## config.mk

```make
export PLATFORM = sky130hd
export DESIGN_NAME = json_string_unescape_utf8_unit
export DESIGN_NICKNAME = d
export VERILOG_FILES = /design/src/sv/jsu_pkg.sv /design/src/sv/json_string_unescape_utf8_unit.sv /design/src/sv/jsu_front.sv /design/src/sv/jsu_queue.sv /design/src/sv/jsu_back.sv
export SDC_FILE = /design/constraint.sdc
export NUM_CORES = 1
export LEC_CHECK = 0
export ABC_AREA = 1
export BUFFER_PORTS_ARGS = -buffer_cell sky130_fd_sc_hd__buf_2
export CAP_MARGIN = 20
export CORE_ASPECT_RATIO = 1.4
export CORE_MARGIN = 2
export CORE_UTILIZATION = 70
export CTS_BUF_LIST = sky130_fd_sc_hd__clkbuf_4
export DETAILED_ROUTE_END_ITERATION = 12
export PLACE_DENSITY = 0.88
export SKIP_CTS_REPAIR_TIMING = 1
export SLEW_MARGIN = 25
export SYNTH_ARGS = -nofsm -noshare
export SYNTH_HDL_FRONTEND = slang
export SYNTH_SLANG_ARGS = --single-unit
export TNS_END_PERCENT = 1
```

## constraint.sdc

```tcl
create_clock -name clk_i -period 11.7 [get_ports clk_i]
set_input_delay 1.17 -clock clk_i [delete_from_list [all_inputs] [get_ports clk_i]]
set_output_delay 1.17 -clock clk_i [all_outputs]
set_load 0.005 [all_outputs]
```

## src/sv/jsu_pkg.sv

```systemverilog
// Shared types and constants of the JSON string unescape unit.
package jsu_pkg;

  // Decoder phase
  typedef enum logic [2:0] {
    PH_WAIT     = 3'd0,
    PH_BODY     = 3'd1,
    PH_ESC      = 3'd2,
    PH_HEX      = 3'd3,
    PH_PAIR_BS  = 3'd4,
    PH_PAIR_U   = 3'd5,
    PH_PAIR_HEX = 3'd6
  } phase_e;

  // Main part of one queued command
  typedef enum logic [2:0] {
    MK_NONE = 3'd0,
    MK_BYTE = 3'd1,
    MK_CP   = 3'd2,
    MK_DONE = 3'd3,
    MK_ERR  = 3'd4
  } main_e;

  // Result kinds on the output
  localparam logic [1:0] RK_BYTE = 2'd0;
  localparam logic [1:0] RK_DONE = 2'd1;
  localparam logic [1:0] RK_ERR  = 2'd2;

  // Error codes
  localparam logic [2:0] ERR_NONE      = 3'd0;
  localparam logic [2:0] ERR_EXPECT    = 3'd1;
  localparam logic [2:0] ERR_TRUNC_U   = 3'd2;
  localparam logic [2:0] ERR_BAD_U     = 3'd3;
  localparam logic [2:0] ERR_BAD_ESC   = 3'd4;
  localparam logic [2:0] ERR_UNTERM    = 3'd5;

  // Characters
  localparam logic [7:0] CH_QUOTE  = 8'h22;
  localparam logic [7:0] CH_BSLASH = 8'h5C;
  localparam logic [7:0] CH_SLASH  = 8'h2F;
  localparam logic [7:0] CH_B      = 8'h62;
  localparam logic [7:0] CH_F      = 8'h66;
  localparam logic [7:0] CH_N      = 8'h6E;
  localparam logic [7:0] CH_R      = 8'h72;
  localparam logic [7:0] CH_T      = 8'h74;
  localparam logic [7:0] CH_U      = 8'h75;

  // Surrogate bounds
  localparam logic [15:0] HI_SUR_MIN = 16'hD800;
  localparam logic [15:0] HI_SUR_MAX = 16'hDBFF;
  localparam logic [15:0] LO_SUR_MIN = 16'hDC00;
  localparam logic [15:0] LO_SUR_MAX = 16'hDFFF;

  // One front-to-back command: optional held surrogate flush, then main part
  typedef struct packed {
    logic        flush;
    logic [15:0] flush_cp;
    main_e       kind;
    logic [20:0] cp;
    logic [2:0]  err;
  } cmd_t;

endpackage

```

## src/sv/json_string_unescape_utf8_unit.sv

```systemverilog
// Top level of the JSON string unescape unit (text bytes in, UTF-8 results out).
//
//  Port group  Dir  Payload
//  s_axis      in   tdata[7:0] in_byte, tuser[0] text_end
//  m_axis      out  tdata out_byte/error_code, tuser result_kind, tlast run_last
//
// One text byte is accepted per cycle while the command queue has room.
// The emitter sends the results of an item one after another, so an item with n
// results holds the emitter until all n have left (at most six, for a flushed
// surrogate followed by a three-byte character); the queue absorbs bursts.
// Reset is asynchronous; the decoder returns to waiting for a quote.
// A stalled m_axis holds the output register; s_axis stalls when the queue fills.
module json_string_unescape_utf8_unit #(
  parameter int QueueDepth = 4
) (
  input  logic        clk_i,
  input  logic        rst_ni,
  input  logic        s_axis_tvalid,
  output logic        s_axis_tready,
  input  logic [7:0]  s_axis_tdata,   // [7:0] in_byte
  input  logic [0:0]  s_axis_tuser,   // [0] text_end
  output logic        m_axis_tvalid,
  input  logic        m_axis_tready,
  output logic [15:0] m_axis_tdata,   // [7:0] out_byte, [10:8] error_code
  output logic [1:0]  m_axis_tuser,   // [1:0] result_kind
  output logic        m_axis_tlast
);
  import jsu_pkg::*;

  logic       push, full, pop, cmd_valid;
  cmd_t       push_cmd, head_cmd;
  logic [1:0] result_kind;
  logic [7:0] out_byte;
  logic [2:0] error_code;

  assign s_axis_tready = !full;

  jsu_front u_front (
    .clk_i      (clk_i),
    .rst_ni     (rst_ni),
    .in_valid_i (s_axis_tvalid),
    .in_ready_i (s_axis_tready),
    .in_byte_i  (s_axis_tdata),
    .text_end_i (s_axis_tuser[0]),
    .push_o     (push),
    .cmd_o      (push_cmd)
  );

  jsu_queue #(
    .Depth (QueueDepth)
  ) u_queue (
    .clk_i       (clk_i),
    .rst_ni      (rst_ni),
    .push_i      (push),
    .push_data_i (push_cmd),
    .full_o      (full),
    .pop_i       (pop),
    .valid_o     (cmd_valid),
    .head_o      (head_cmd)
  );

  jsu_back u_back (
    .clk_i         (clk_i),
    .rst_ni        (rst_ni),
    .cmd_valid_i   (cmd_valid),
    .cmd_i         (head_cmd),
    .pop_o         (pop),
    .out_valid_o   (m_axis_tvalid),
    .out_ready_i   (m_axis_tready),
    .result_kind_o (result_kind),
    .out_byte_o    (out_byte),
    .error_code_o  (error_code),
    .run_last_o    (m_axis_tlast)
  );

  assign m_axis_tuser = result_kind;
  assign m_axis_tdata = {5'b00000, error_code, out_byte};

endmodule

```

## src/sv/jsu_front.sv

```systemverilog
// Front end: accepts text bytes, runs the string decoder and issues commands.
module jsu_front (
  input  logic          clk_i,
  input  logic          rst_ni,
  input  logic          in_valid_i,
  input  logic          in_ready_i,
  input  logic [7:0]    in_byte_i,
  input  logic          text_end_i,
  output logic          push_o,
  output jsu_pkg::cmd_t cmd_o
);
  import jsu_pkg::*;

  phase_e      phase_q, phase_d;
  logic [15:0] acc_q, acc_d;
  logic [2:0]  cnt_q, cnt_d;
  logic        bad_q, bad_d;
  logic [15:0] held_q, held_d;

  logic        accept;
  logic [3:0]  dig;
  logic        dig_ok;
  logic [15:0] acc_new;
  logic [2:0]  cnt_new;
  logic        bad_new;
  logic        hex_full;

  // body byte outcome
  main_e       body_kind;
  phase_e      body_next;
  // escape byte outcome
  main_e       esc_kind;
  logic [7:0]  esc_val;
  phase_e      esc_next;
  logic        esc_start;

  assign accept = in_valid_i && in_ready_i;

  always_comb begin
    dig    = 4'd0;
    dig_ok = 1'b1;
    if (in_byte_i >= 8'h30 && in_byte_i <= 8'h39) begin
      dig = 4'(in_byte_i - 8'h30);
    end else if (in_byte_i >= 8'h61 && in_byte_i <= 8'h66) begin
      dig = 4'(in_byte_i - 8'h57);
    end else if (in_byte_i >= 8'h41 && in_byte_i <= 8'h46) begin
      dig = 4'(in_byte_i - 8'h37);
    end else begin
      dig_ok = 1'b0;
    end
  end

  assign acc_new  = dig_ok ? {acc_q[11:0], dig} : acc_q;
  assign bad_new  = bad_q | ~dig_ok;
  assign cnt_new  = cnt_q + 3'd1;
  assign hex_full = (cnt_new >= 3'd4);

  always_comb begin
    body_kind = MK_BYTE;
    body_next = PH_BODY;
    if (in_byte_i == CH_QUOTE) begin
      body_kind = MK_DONE;
      body_next = PH_WAIT;
    end else if (in_byte_i == CH_BSLASH) begin
      body_kind = MK_NONE;
      body_next = PH_ESC;
    end
  end

  always_comb begin
    esc_kind  = MK_BYTE;
    esc_val   = in_byte_i;
    esc_next  = PH_BODY;
    esc_start = 1'b0;
    case (in_byte_i)
      CH_QUOTE, CH_BSLASH, CH_SLASH: esc_val = in_byte_i;
      CH_B: esc_val = 8'h08;
      CH_F: esc_val = 8'h0C;
      CH_N: esc_val = 8'h0A;
      CH_R: esc_val = 8'h0D;
      CH_T: esc_val = 8'h09;
      CH_U: begin
        esc_kind  = MK_NONE;
        esc_next  = PH_HEX;
        esc_start = 1'b1;
      end
      default: begin
        esc_kind = MK_ERR;
        esc_next = PH_WAIT;
      end
    endcase
  end

  always_comb begin
    phase_d = phase_q;
    acc_d   = acc_q;
    cnt_d   = cnt_q;
    bad_d   = bad_q;
    held_d  = held_q;
    cmd_o   = '0;
    cmd_o.kind = MK_NONE;
    cmd_o.flush_cp = held_q;
    case (phase_q)
      PH_BODY: begin
        if (text_end_i) begin
          cmd_o.kind = MK_ERR;
          cmd_o.err  = ERR_UNTERM;
          phase_d    = PH_WAIT;
        end else begin
          cmd_o.kind = body_kind;
          cmd_o.cp   = 21'(in_byte_i);
          phase_d    = body_next;
        end
      end
      PH_ESC: begin
        if (text_end_i) begin
          cmd_o.kind = MK_ERR;
          cmd_o.err  = ERR_UNTERM;
          phase_d    = PH_WAIT;
        end else begin
          cmd_o.kind = esc_kind;
          cmd_o.cp   = 21'(esc_val);
          cmd_o.err  = ERR_BAD_ESC;
          phase_d    = esc_next;
        end
      end
      PH_HEX: begin
        if (text_end_i) begin
          cmd_o.kind = MK_ERR;
          cmd_o.err  = ERR_TRUNC_U;
          phase_d    = PH_WAIT;
        end else begin
          acc_d = acc_new;
          bad_d = bad_new;
          cnt_d = cnt_new;
          if (hex_full) begin
            if (bad_new) begin
              cmd_o.kind = MK_ERR;
              cmd_o.err  = ERR_BAD_U;
              phase_d    = PH_WAIT;
            end else if (acc_new >= HI_SUR_MIN && acc_new <= HI_SUR_MAX) begin
              held_d  = acc_new;
              phase_d = PH_PAIR_BS;
            end else begin
              cmd_o.kind = MK_CP;
              cmd_o.cp   = 21'(acc_new);
              phase_d    = PH_BODY;
            end
          end
        end
      end
      PH_PAIR_BS: begin
        if (!text_end_i && in_byte_i == CH_BSLASH) begin
          phase_d = PH_PAIR_U;
        end else begin
          cmd_o.flush = 1'b1;
          if (text_end_i) begin
            cmd_o.kind = MK_ERR;
            cmd_o.err  = ERR_UNTERM;
            phase_d    = PH_WAIT;
          end else begin
            cmd_o.kind = body_kind;
            cmd_o.cp   = 21'(in_byte_i);
            phase_d    = body_next;
          end
        end
      end
      PH_PAIR_U: begin
        if (!text_end_i && in_byte_i == CH_U) begin
          phase_d = PH_PAIR_HEX;
          acc_d   = '0;
          cnt_d   = '0;
          bad_d   = 1'b0;
        end else begin
          cmd_o.flush = 1'b1;
          if (text_end_i) begin
            cmd_o.kind = MK_ERR;
            cmd_o.err  = ERR_UNTERM;
            phase_d    = PH_WAIT;
          end else begin
            cmd_o.kind = esc_kind;
            cmd_o.cp   = 21'(esc_val);
            cmd_o.err  = ERR_BAD_ESC;
            phase_d    = esc_next;
          end
        end
      end
      PH_PAIR_HEX: begin
        if (text_end_i) begin
          cmd_o.flush = 1'b1;
          cmd_o.kind  = MK_ERR;
          cmd_o.err   = ERR_TRUNC_U;
          phase_d     = PH_WAIT;
        end else begin
          acc_d = acc_new;
          bad_d = bad_new;
          cnt_d = cnt_new;
          if (hex_full) begin
            if (bad_new) begin
              cmd_o.flush = 1'b1;
              cmd_o.kind  = MK_ERR;
              cmd_o.err   = ERR_BAD_U;
              phase_d     = PH_WAIT;
            end else if (acc_new >= LO_SUR_MIN && acc_new <= LO_SUR_MAX) begin
              // join the pair into one supplementary code point
              cmd_o.kind = MK_CP;
              cmd_o.cp   = 21'h10000 + {1'b0, held_q[9:0], acc_new[9:0]};
              phase_d    = PH_BODY;
            end else if (acc_new >= HI_SUR_MIN && acc_new <= HI_SUR_MAX) begin
              cmd_o.flush = 1'b1;
              held_d      = acc_new;
              phase_d     = PH_PAIR_BS;
            end else begin
              cmd_o.flush = 1'b1;
              cmd_o.kind  = MK_CP;
              cmd_o.cp    = 21'(acc_new);
              phase_d     = PH_BODY;
            end
          end
        end
      end
      default: begin
        if (text_end_i || in_byte_i != CH_QUOTE) begin
          cmd_o.kind = MK_ERR;
          cmd_o.err  = ERR_EXPECT;
          phase_d    = PH_WAIT;
        end else begin
          phase_d = PH_BODY;
        end
      end
    endcase
    if (esc_start && !text_end_i && phase_q == PH_ESC) begin
      acc_d = '0;
      cnt_d = '0;
      bad_d = 1'b0;
    end
  end

  assign push_o = accept && (cmd_o.flush || cmd_o.kind != MK_NONE);

  always_ff @(posedge clk_i or negedge rst_ni) begin
    if (!rst_ni) begin
      phase_q <= PH_WAIT;
      acc_q   <= '0;
      cnt_q   <= '0;
      bad_q   <= 1'b0;
      held_q  <= '0;
    end else if (accept) begin
      phase_q <= phase_d;
      acc_q   <= acc_d;
      cnt_q   <= cnt_d;
      bad_q   <= bad_d;
      held_q  <= held_d;
    end
  end

endmodule

```

## src/sv/jsu_queue.sv

```systemverilog
// Command queue between the decoder front end and the byte emitter.
module jsu_queue #(
  parameter int Depth = 4
) (
  input  logic          clk_i,
  input  logic          rst_ni,
  input  logic          push_i,
  input  jsu_pkg::cmd_t push_data_i,
  output logic          full_o,
  input  logic          pop_i,
  output logic          valid_o,
  output jsu_pkg::cmd_t head_o
);
  import jsu_pkg::*;

  localparam int PtrW = (Depth > 1) ? $clog2(Depth) : 1;
  localparam int CntW = $clog2(Depth + 1);

  cmd_t            mem_q [Depth];
  logic [PtrW-1:0] wr_ptr_q, rd_ptr_q;
  logic [CntW-1:0] count_q;

  assign full_o  = (count_q == CntW'(Depth));
  assign valid_o = (count_q != '0);
  assign head_o  = mem_q[rd_ptr_q];

  function automatic logic [PtrW-1:0] next_ptr(input logic [PtrW-1:0] p);
    next_ptr = (p == PtrW'(Depth - 1)) ? '0 : p + PtrW'(1);
  endfunction

  always_ff @(posedge clk_i) begin
    if (push_i) begin
      mem_q[wr_ptr_q] <= push_data_i;
    end
  end

  always_ff @(posedge clk_i or negedge rst_ni) begin
    if (!rst_ni) begin
      wr_ptr_q <= '0;
      rd_ptr_q <= '0;
      count_q  <= '0;
    end else begin
      if (push_i) begin
        wr_ptr_q <= next_ptr(wr_ptr_q);
      end
      if (pop_i) begin
        rd_ptr_q <= next_ptr(rd_ptr_q);
      end
      if (push_i && !pop_i) begin
        count_q <= count_q + CntW'(1);
      end else if (pop_i && !push_i) begin
        count_q <= count_q - CntW'(1);
      end
    end
  end

  a_no_overflow: assert property (@(posedge clk_i) disable iff (!rst_ni)
    push_i |-> (!full_o || pop_i))
    else $error("queue push while full");

  a_no_underflow: assert property (@(posedge clk_i) disable iff (!rst_ni)
    pop_i |-> valid_o)
    else $error("queue pop while empty");

  a_count_up: assert property (@(posedge clk_i) disable iff (!rst_ni)
    (push_i && !pop_i) |=> count_q == $past(count_q) + CntW'(1))
    else $error("queue count did not advance on push");

endmodule

```

## src/sv/jsu_back.sv

```systemverilog
// Back end: expands queued commands into UTF-8 bytes, completion and error results.
module jsu_back (
  input  logic          clk_i,
  input  logic          rst_ni,
  input  logic          cmd_valid_i,
  input  jsu_pkg::cmd_t cmd_i,
  output logic          pop_o,
  output logic          out_valid_o,
  input  logic          out_ready_i,
  output logic [1:0]    result_kind_o,
  output logic [7:0]    out_byte_o,
  output logic [2:0]    error_code_o,
  output logic          run_last_o
);
  import jsu_pkg::*;

  logic [2:0] idx_q;
  logic       valid_q;
  logic [1:0] kind_q;
  logic [7:0] byte_q;
  logic [2:0] err_q;
  logic       last_q;

  logic       slot_free;
  logic [2:0] main_len;
  logic [2:0] total;
  logic [2:0] flush_len;
  logic [1:0] pos;
  logic       in_flush;
  logic [1:0] res_kind;
  logic [7:0] res_byte;
  logic [2:0] res_err;
  logic       res_last;

  assign slot_free = !valid_q || out_ready_i;
  assign flush_len = cmd_i.flush ? 3'd3 : 3'd0;
  assign in_flush  = cmd_i.flush && (idx_q < 3'd3);
  assign pos       = in_flush ? idx_q[1:0] : 2'(idx_q - flush_len);

  always_comb begin
    case (cmd_i.kind)
      MK_BYTE, MK_DONE, MK_ERR: main_len = 3'd1;
      MK_CP: begin
        if (cmd_i.cp < 21'h80) begin
          main_len = 3'd1;
        end else if (cmd_i.cp < 21'h800) begin
          main_len = 3'd2;
        end else if (cmd_i.cp < 21'h10000) begin
          main_len = 3'd3;
        end else begin
          main_len = 3'd4;
        end
      end
      default: main_len = 3'd0;
    endcase
  end

  assign total    = flush_len + main_len;
  assign res_last = (idx_q == total - 3'd1);

  always_comb begin
    res_kind = RK_BYTE;
    res_byte = 8'h00;
    res_err  = ERR_NONE;
    if (in_flush) begin
      // held surrogate always takes the three-byte form
      case (pos)
        2'd0:    res_byte = {4'hE, cmd_i.flush_cp[15:12]};
        2'd1:    res_byte = {2'b10, cmd_i.flush_cp[11:6]};
        default: res_byte = {2'b10, cmd_i.flush_cp[5:0]};
      endcase
    end else begin
      case (cmd_i.kind)
        MK_DONE: res_kind = RK_DONE;
        MK_ERR: begin
          res_kind = RK_ERR;
          res_err  = cmd_i.err;
        end
        MK_CP: begin
          case (main_len)
            3'd1: res_byte = cmd_i.cp[7:0];
            3'd2: begin
              res_byte = (pos == 2'd0) ? {3'b110, cmd_i.cp[10:6]}
                                       : {2'b10, cmd_i.cp[5:0]};
            end
            3'd3: begin
              case (pos)
                2'd0:    res_byte = {4'hE, cmd_i.cp[15:12]};
                2'd1:    res_byte = {2'b10, cmd_i.cp[11:6]};
                default: res_byte = {2'b10, cmd_i.cp[5:0]};
              endcase
            end
            default: begin
              case (pos)
                2'd0:    res_byte = {5'b11110, cmd_i.cp[20:18]};
                2'd1:    res_byte = {2'b10, cmd_i.cp[17:12]};
                2'd2:    res_byte = {2'b10, cmd_i.cp[11:6]};
                default: res_byte = {2'b10, cmd_i.cp[5:0]};
              endcase
            end
          endcase
        end
        default: res_byte = cmd_i.cp[7:0];
      endcase
    end
  end

  assign pop_o = cmd_valid_i && slot_free && res_last;

  always_ff @(posedge clk_i or negedge rst_ni) begin
    if (!rst_ni) begin
      idx_q   <= '0;
      valid_q <= 1'b0;
    end else if (slot_free) begin
      valid_q <= cmd_valid_i;
      if (cmd_valid_i) begin
        idx_q <= res_last ? 3'd0 : idx_q + 3'd1;
      end
    end
  end

  always_ff @(posedge clk_i) begin
    if (slot_free && cmd_valid_i) begin
      kind_q <= res_kind;
      byte_q <= res_byte;
      err_q  <= res_err;
      last_q <= res_last;
    end
  end

  assign out_valid_o   = valid_q;
  assign result_kind_o = kind_q;
  assign out_byte_o    = byte_q;
  assign error_code_o  = err_q;
  assign run_last_o    = last_q;

  a_idx_in_cmd: assert property (@(posedge clk_i) disable iff (!rst_ni)
    cmd_valid_i |-> idx_q < total)
    else $error("result index beyond command length");

  a_idx_idle: assert property (@(posedge clk_i) disable iff (!rst_ni)
    !cmd_valid_i |-> idx_q == 3'd0)
    else $error("result index not rewound with queue empty");

  a_err_coded: assert property (@(posedge clk_i) disable iff (!rst_ni)
    (valid_q && kind_q == RK_ERR) |-> (err_q != ERR_NONE && last_q))
    else $error("error result without code or not last");

endmodule

```

=== Word-level counts from Yosys, hierarchy flattened ===
Memory sizes are Yosys's and may differ from the RTL's.
Cells that the tools add are included.
Widths: inputs -> output; s select.

* Flip-flop bits (word level): 64
* Bits in writable memories: 176
* Bits of input ports: 13
* Output and inout bits: 21
* Memories: 1

* $add $sub $neg: 13
* $lt $le $gt $ge: 15
* Eq/ne operators: 40
* Muxes and demuxes: 106
* Bitwise operators: 3
* Reductions and logical operators: 39

{| class="wikitable"
|+ Memory list
! memory !! words !! bits a word !! read ports !! clocked after memory_dff !! wr ports !! RTL line !! RTL
|-
| u_queue.mem_q || 4 || 44 || 1 || 0 || 1 || jsu_queue.sv:19 || <nowiki>cmd_t mem_q [Depth];</nowiki>
|}

{| class="wikitable"
|+ Operators by type and width
! cell !! number
|-
| $mux 16 || 12
|-
| $pmux 21 s6 || 1
|-
| $mux 27 || 4
|-
| $mux 3 || 32
|-
| $mux 21 || 4
|-
| $pmux 16 s2 || 2
|-
| $eq 8x7->1 const B || 7
|-
| $pmux 3 s6 || 3
|-
| $pmux 8 s5 || 1
|-
| $ge 16x16->1 const B || 2
|-
| $le 16x16->1 const B || 2
|-
| $pmux 7 s2 || 2
|-
| $mux 24 || 1
|-
| $mux 8 || 3
|-
| $pmux 8 s3 || 1
|-
| $mux 23 || 1
|-
| $add 17x20->21 const A || 1
|-
| $lt 21x12->1 const B || 1
|-
| $lt 21x17->1 const B || 1
|-
| $lt 21x8->1 const B || 1
|-
| $pmux 7 s3 || 1
|-
| $mux 1 || 19
|-
| $eq 3x2->1 const B || 6
|-
| $pmux 3 s2 || 3
|-
| 46 further kinds || 105
|}

=== Logic depth before layout (Yosys ltp) ===
* Depth after elaboration: 21
* Mapped depth: 29

=== By module ===
A second synthesis with hierarchy kept.

* Cells, all modules: 1305
* Area total of the unflattened synthesis: 12415.7 µm²

{| class="wikitable"
|+ By module, submodules not included
! module !! instances !! cells an instance !! area an instance (µm²)
|-
| jsu_queue || 1 || 565 || 7437.1
|-
| jsu_front || 1 || 435 || 3017.9
|-
| jsu_back || 1 || 298 || 1915.6
|-
| json_string_unescape_utf8_unit || 1 || 7 || 45.0
|}

=== Least setup slack after synthesis ===
Ideal clock, no wire load.

* Path kind: input to register
* Start: input port s_axis_tdata[1]
* End: memory u_queue.mem_q[3][0] (netlist name), enable pin
* Library setup time: 0.445 ns
* Data arrival time: 4.431 ns
* Required time: 11.255 ns
* Setup slack: 6.824 ns
* Stages on the path: 16
* Path buffers: 0
* Cells stage by stage: inv_1 > ha_1 > inv_1 > nand3_1 > nand3_4 > nand2_8 > nand2_1 > o21ai_2 > nor2_1 > nand3_1 > nand2_1 > nand2_1 > nor2_2 > nand3_2 > nand2_4 > nor2_1

{| class="wikitable"
|+ RTL lines
! what !! RTL line !! RTL
|-
| start, declared || json_string_unescape_utf8_unit.sv:20 || <nowiki>input logic [7:0] s_axis_tdata,</nowiki>
|-
| end, declared || jsu_queue.sv:19 ||
|}

=== Worst setup path in the final report ===
* Start: register u_queue.rd_ptr_q[0]
* End: register u_queue.count_q[2]

* Cells in the longest elaborated chain, start to end: 13

{| class="wikitable"
|+ Ends and longest elaborated chain
! what !! RTL line !! RTL
|-
| start, declared || jsu_queue.sv:20 || <nowiki>logic [PtrW-1:0] wr_ptr_q, rd_ptr_q;</nowiki>
|-
| start signal, assigned || jsu_queue.sv:47 || <nowiki>rd_ptr_q <= next_ptr(rd_ptr_q);</nowiki>
|-
| $mem_v2 4x44 * || -- ||
|-
| $lt 21x17->1 || jsu_back.sv:48 || <nowiki>end else if (cmd_i.cp < 21'h10000) begin</nowiki>
|-
| $mux 3 || jsu_back.sv:48 ||
|-
| $mux 3 || jsu_back.sv:46 || <nowiki>end else if (cmd_i.cp < 21'h800) begin</nowiki>
|-
| $mux 3 || jsu_back.sv:44 || <nowiki>if (cmd_i.cp < 21'h80) begin</nowiki>
|-
| $pmux 3 s2 || jsu_back.sv:41 || <nowiki>case (cmd_i.kind)</nowiki>
|-
| $add 3x3->3 * || jsu_back.sv:58 || <nowiki>assign total = flush_len + main_len;</nowiki>
|-
| $sub 3x1->3 * || jsu_back.sv:59 || <nowiki>assign res_last = (idx_q == total - 3'd1);</nowiki>
|-
| $eq 3x3->1 * || jsu_back.sv:59 ||
|-
| $logic_and 1x1->1 * || jsu_back.sv:108 || <nowiki>assign pop_o = cmd_valid_i && slot_free && res_last;</nowiki>
|-
| $logic_not 1->1 || jsu_queue.sv:49 || <nowiki>if (push_i && !pop_i) begin</nowiki>
|-
| $logic_and 1x1->1 || jsu_queue.sv:49 ||
|-
| $mux 3 or $reduce_bool 2->1 (tied branches) || -- ||
|-
| end signal, assigned || jsu_queue.sv:50 || <nowiki>count_q <= count_q + CntW'(1);</nowiki>
|-
| end signal, assigned || jsu_queue.sv:52 || <nowiki>count_q <= count_q - CntW'(1);</nowiki>
|-
| end, declared || jsu_queue.sv:21 || <nowiki>logic [CntW-1:0] count_q;</nowiki>
|}

Every way passes the cells marked *; elsewhere a longest branch is shown, timed or not.
A chain may end at the register's enable or synchronous reset.

==> metrics <==
maximum number of pins on one net before global-route repair=75; start point of the worst min-delay path=u_queue.count_q[2]$_DFFE_PN0P_; clock latency of the later-clocked register in the worst-skew pair=0.66 ns; hold violation count in the final report=0; type of the worst min-delay path=flop to flop; commonest cells after routing, fill and taps aside=284 x sky130_fd_sc_hd__nand2_1, 190 x sky130_fd_sc_hd__edfxtp_1, 111 x sky130_fd_sc_hd__nor2_1; vias in the first global route=9133; Arr. time, crit path=5.60 ns; PortBufs=28; Max stage delay cell, worst path=sky130_fd_sc_hd__buf_4; synthesized instance count=1198; wire length the detailed router placed on met1=10300 microns; switch share=0.437; total wire length after detailed routing=29200 microns; maximum vdd ir drop=0.151 mV; overall overflow remaining after global route=0; First DRT Iteration DRCs=1203; net load switching power=1400 uW; count of endpoints failing setup in the final report=0; TritonCTS clock tree=yes; status=finished clean; kind of cell adding the most delay to the critical path=buffers and inverters; number of H-tree branching levels=2; Num CTS Buffers=51; Pwr per Cell Area=254 mW/mm^2; maximum fanout along the worst path=55; # Max-Cap Violations=0; maximum buffer depth of the clock tree=3; Int Power=1800 uW; worst setup path startpoint=u_queue.rd_ptr_q[0]$_DFFE_PN0P_; area of the die=0.0178 sq mm; vertical die dimension=157 microns; CP startpoint kind=flop; length of routed met3 wiring=2210 microns; Die W=113 microns; leading register cell type out of synthesis=sky130_fd_sc_hd__edfxtp_1; Met2 Routed Length=14900 microns; number of nets still failing antenna checks after routing=0; critical path class=flop to flop; starting utilization of the core area=0.707; placeable core region=0.0166 sq mm; antenna violations before repair=1; share of post-route cells with drive strength above 1=0.147; final cell count without fillers=1488; Seq pwr share=0.370; post-DR vias/cell=6.21; Root Buffer Master=sky130_fd_sc_hd__clkbuf_4; required time at the endpoint of the critical path=12.19 ns; Sink Count=240; capture point of the worst path=u_queue.count_q[2]$_DFFE_PN0P_; number of buffer and inverter instances along the worst setup path=7; Tot Pwr=3200 uW; DPL Wire Length=19100 microns; clock network power share=0.187; Worst Tran Pin Value=0.889 ns; share of the clock period used by the worst path=0.437; leading cell types by total area after synthesis=sky130_fd_sc_hd__edfxtp_1 49%, sky130_fd_sc_hd__dfrtp_1 11%, sky130_fd_sc_hd__nand2_1 9.1%; number of cells on the critical path=27; post-route setup TNS=0 ns; Routed wire per std cell=19.6 microns; number of core rows=56; static leakage=0.00523 uW; average size of a mapped cell=9.80 sq um; final max-slew violation count=0; setup repair after global routing missed its margin=no; global-route wire length before repair=46100 microns; number of nets in the finished design=1276; area share of the largest cell type after synthesis=0.486; relative contribution of combinational cells to total power=0.443; launching point of the worst reg2reg path=u_queue.rd_ptr_q[0]$_DFFE_PN0P_; achievable clock frequency=196 MHz; cell count of the worst reg-to-reg path=27; Largest stage delay, worst path=0.59 ns; most common cell after layout, fill and taps aside=sky130_fd_sc_hd__nand2_1; number of enable-type register cells in the synthesized netlist=190; final routed DRC violation total=0; sequential element share of the synthesized area=0.592; fin crit period=5.11 ns; flip-flop and latch count after synthesis=240; Critical Path Sink Type=flop; Layout Skew=0.0610 ns; Overall Global Routing Usage=0.337; r2r setup slk=6.59 ns; I/O pins=34; number of distinct library cell variants in the gate-level netlist after synthesis=51; post-synthesis async set-or-reset flop share=0.208; total instance count after detailed placement=1395; number of warning messages in the yosys log=0; Crit Reg-Reg Endpoint=u_queue.count_q[2]$_DFFE_PN0P_; Pre-antenna DRT Iters=7; growth of design area from synthesis to finish=7.15%; worst hold slack=0.501 ns; detailed-route via count=9243; GP Congestion=0.992; remaining max-slew budget at the tightest pin=0.407; register clock-pin slew on the reported worst setup and hold paths=0.07 ns; cell type with the highest aggregate area in the netlist=sky130_fd_sc_hd__edfxtp_1; netlist area before placement=0.0117 sq mm; uppermost metal layer occupied by signal nets=met4
## how the worst min path moves through the flow
stage / end / slack, ns / cells after the start
2_1_floorplan: u_front.acc_q[15]$_DFFE_PN0P_ / 0.45 / 2
3_3_place_gp: u_front.cnt_q[1]$_DFFE_PN0P_ / 0.49 / 1
3_5_place_dp: u_front.cnt_q[1]$_DFFE_PN0P_ / 0.49 / 1
4_1_cts: u_queue.count_q[2]$_DFFE_PN0P_ / 0.50 / 1
5_1_grt: u_queue.count_q[2]$_DFFE_PN0P_ / 0.53 / 1
6_report: u_queue.count_q[2]$_DFFE_PN0P_ / 0.50 / 1
## cell usage after synthesis, types with 5 or more instances
| master | instances |
|---|---|
| sky130_fd_sc_hd__o21ai_2 | 5 |
| sky130_fd_sc_hd__buf_6 | 5 |
| sky130_fd_sc_hd__nand3_1 | 85 |
| sky130_fd_sc_hd__o21ai_1 | 16 |
| sky130_fd_sc_hd__nand3_2 | 6 |
| sky130_fd_sc_hd__nand2_1 | 284 |
| sky130_fd_sc_hd__dfrtp_1 | 50 |
| sky130_fd_sc_hd__buf_2 | 13 |
| sky130_fd_sc_hd__nor2_1 | 115 |
| sky130_fd_sc_hd__nand2_2 | 17 |
| sky130_fd_sc_hd__nand4_1 | 8 |
| sky130_fd_sc_hd__inv_2 | 15 |
| sky130_fd_sc_hd__o221ai_1 | 6 |
| sky130_fd_sc_hd__o21ai_0 | 87 |
| sky130_fd_sc_hd__o211ai_1 | 5 |
| sky130_fd_sc_hd__o22ai_1 | 33 |
| sky130_fd_sc_hd__xor2_1 | 7 |
| sky130_fd_sc_hd__buf_4 | 13 |
| sky130_fd_sc_hd__nor3_1 | 9 |
| sky130_fd_sc_hd__ha_1 | 17 |
| sky130_fd_sc_hd__inv_1 | 100 |
| sky130_fd_sc_hd__nor2_2 | 7 |
| sky130_fd_sc_hd__a21oi_1 | 34 |
| sky130_fd_sc_hd__edfxtp_1 | 190 |
| sky130_fd_sc_hd__clkbuf_1 | 12 |
| sky130_fd_sc_hd__nand2_4 | 5 |
## sequential cells by signal, indices dropped and copies added (netlist names), 2 cells and up
signal	cells
u_front.acc_q	16
u_queue.wr_ptr_q	2
u_queue.mem_q	176
u_front.phase_q	3
u_queue.count_q	3
u_queue.rd_ptr_q	2
u_back.error_code_o	3
u_back.idx_q	3
u_front.held_q	16
u_front.cnt_q	3
u_back.result_kind_o	2
u_back.out_byte_o	8
## power by group through the flow
| stage | clock (uW) | sequential (uW) | combinational, uW |
|---|---|---|---|
| floorplan | 0 | 1190 | 1030 |
| global placement | 0 | 1190 | 1340 |
| detailed placement | 0 | 1190 | 1370 |
| CTS | 600 | 1180 | 1390 |
| global route | 638 | 1190 | 1570 |
| finish | 597 | 1180 | 1420 |
## per-stage QoR
step                      setup slack [ns]   util  instance area, sq um
after CTS                             6.65  0.758                 12600
after global routing                  6.20  0.758                 12600
after detailed placement              6.67  0.720                 12000
after global placement                6.84  0.720                 12000
final                                 6.59  0.758                 12600
after floorplan                       6.82      -                 11800
## cell type report
class                   instances  area (sq um)
diodes                          1          2.50
fillers                      1076          4020
well taps                     203           254
clock inverters                21          90.1
clock buffers                  71           533
repair buffers                 36           200
inverters                     115           432
multi-input cells             801          4120
flip-flops and latches        240          6960
## cell families (layout without fill, tap and decap cells)
kind of cell / after synthesis / after routing / synth area share
xor+xnor: 11 / 11 / 0.00820
fa+ha+maj: 18 / 18 / 0.0198
simple gates: 560 / 560 / 0.216
buf+inv: 161 / 243 / 0.0611
compound gates: 207 / 207 / 0.102
other cells: 1 / 6 / 0.000319
flops: 240 / 240 / 0.592
## layer usage
| layer | vias to the layer above | GRT usage |
|---|---|---|
| met5 | - | 0 |
| met4 | 0 | 0.200 |
| met3 | 150 | 0.0481 |
| met2 | 540 | 0.585 |
| met1 | 4334 | 0.399 |
| li1 | 4219 | - |
Note: power is estimated with default switching activity, not from simulation.
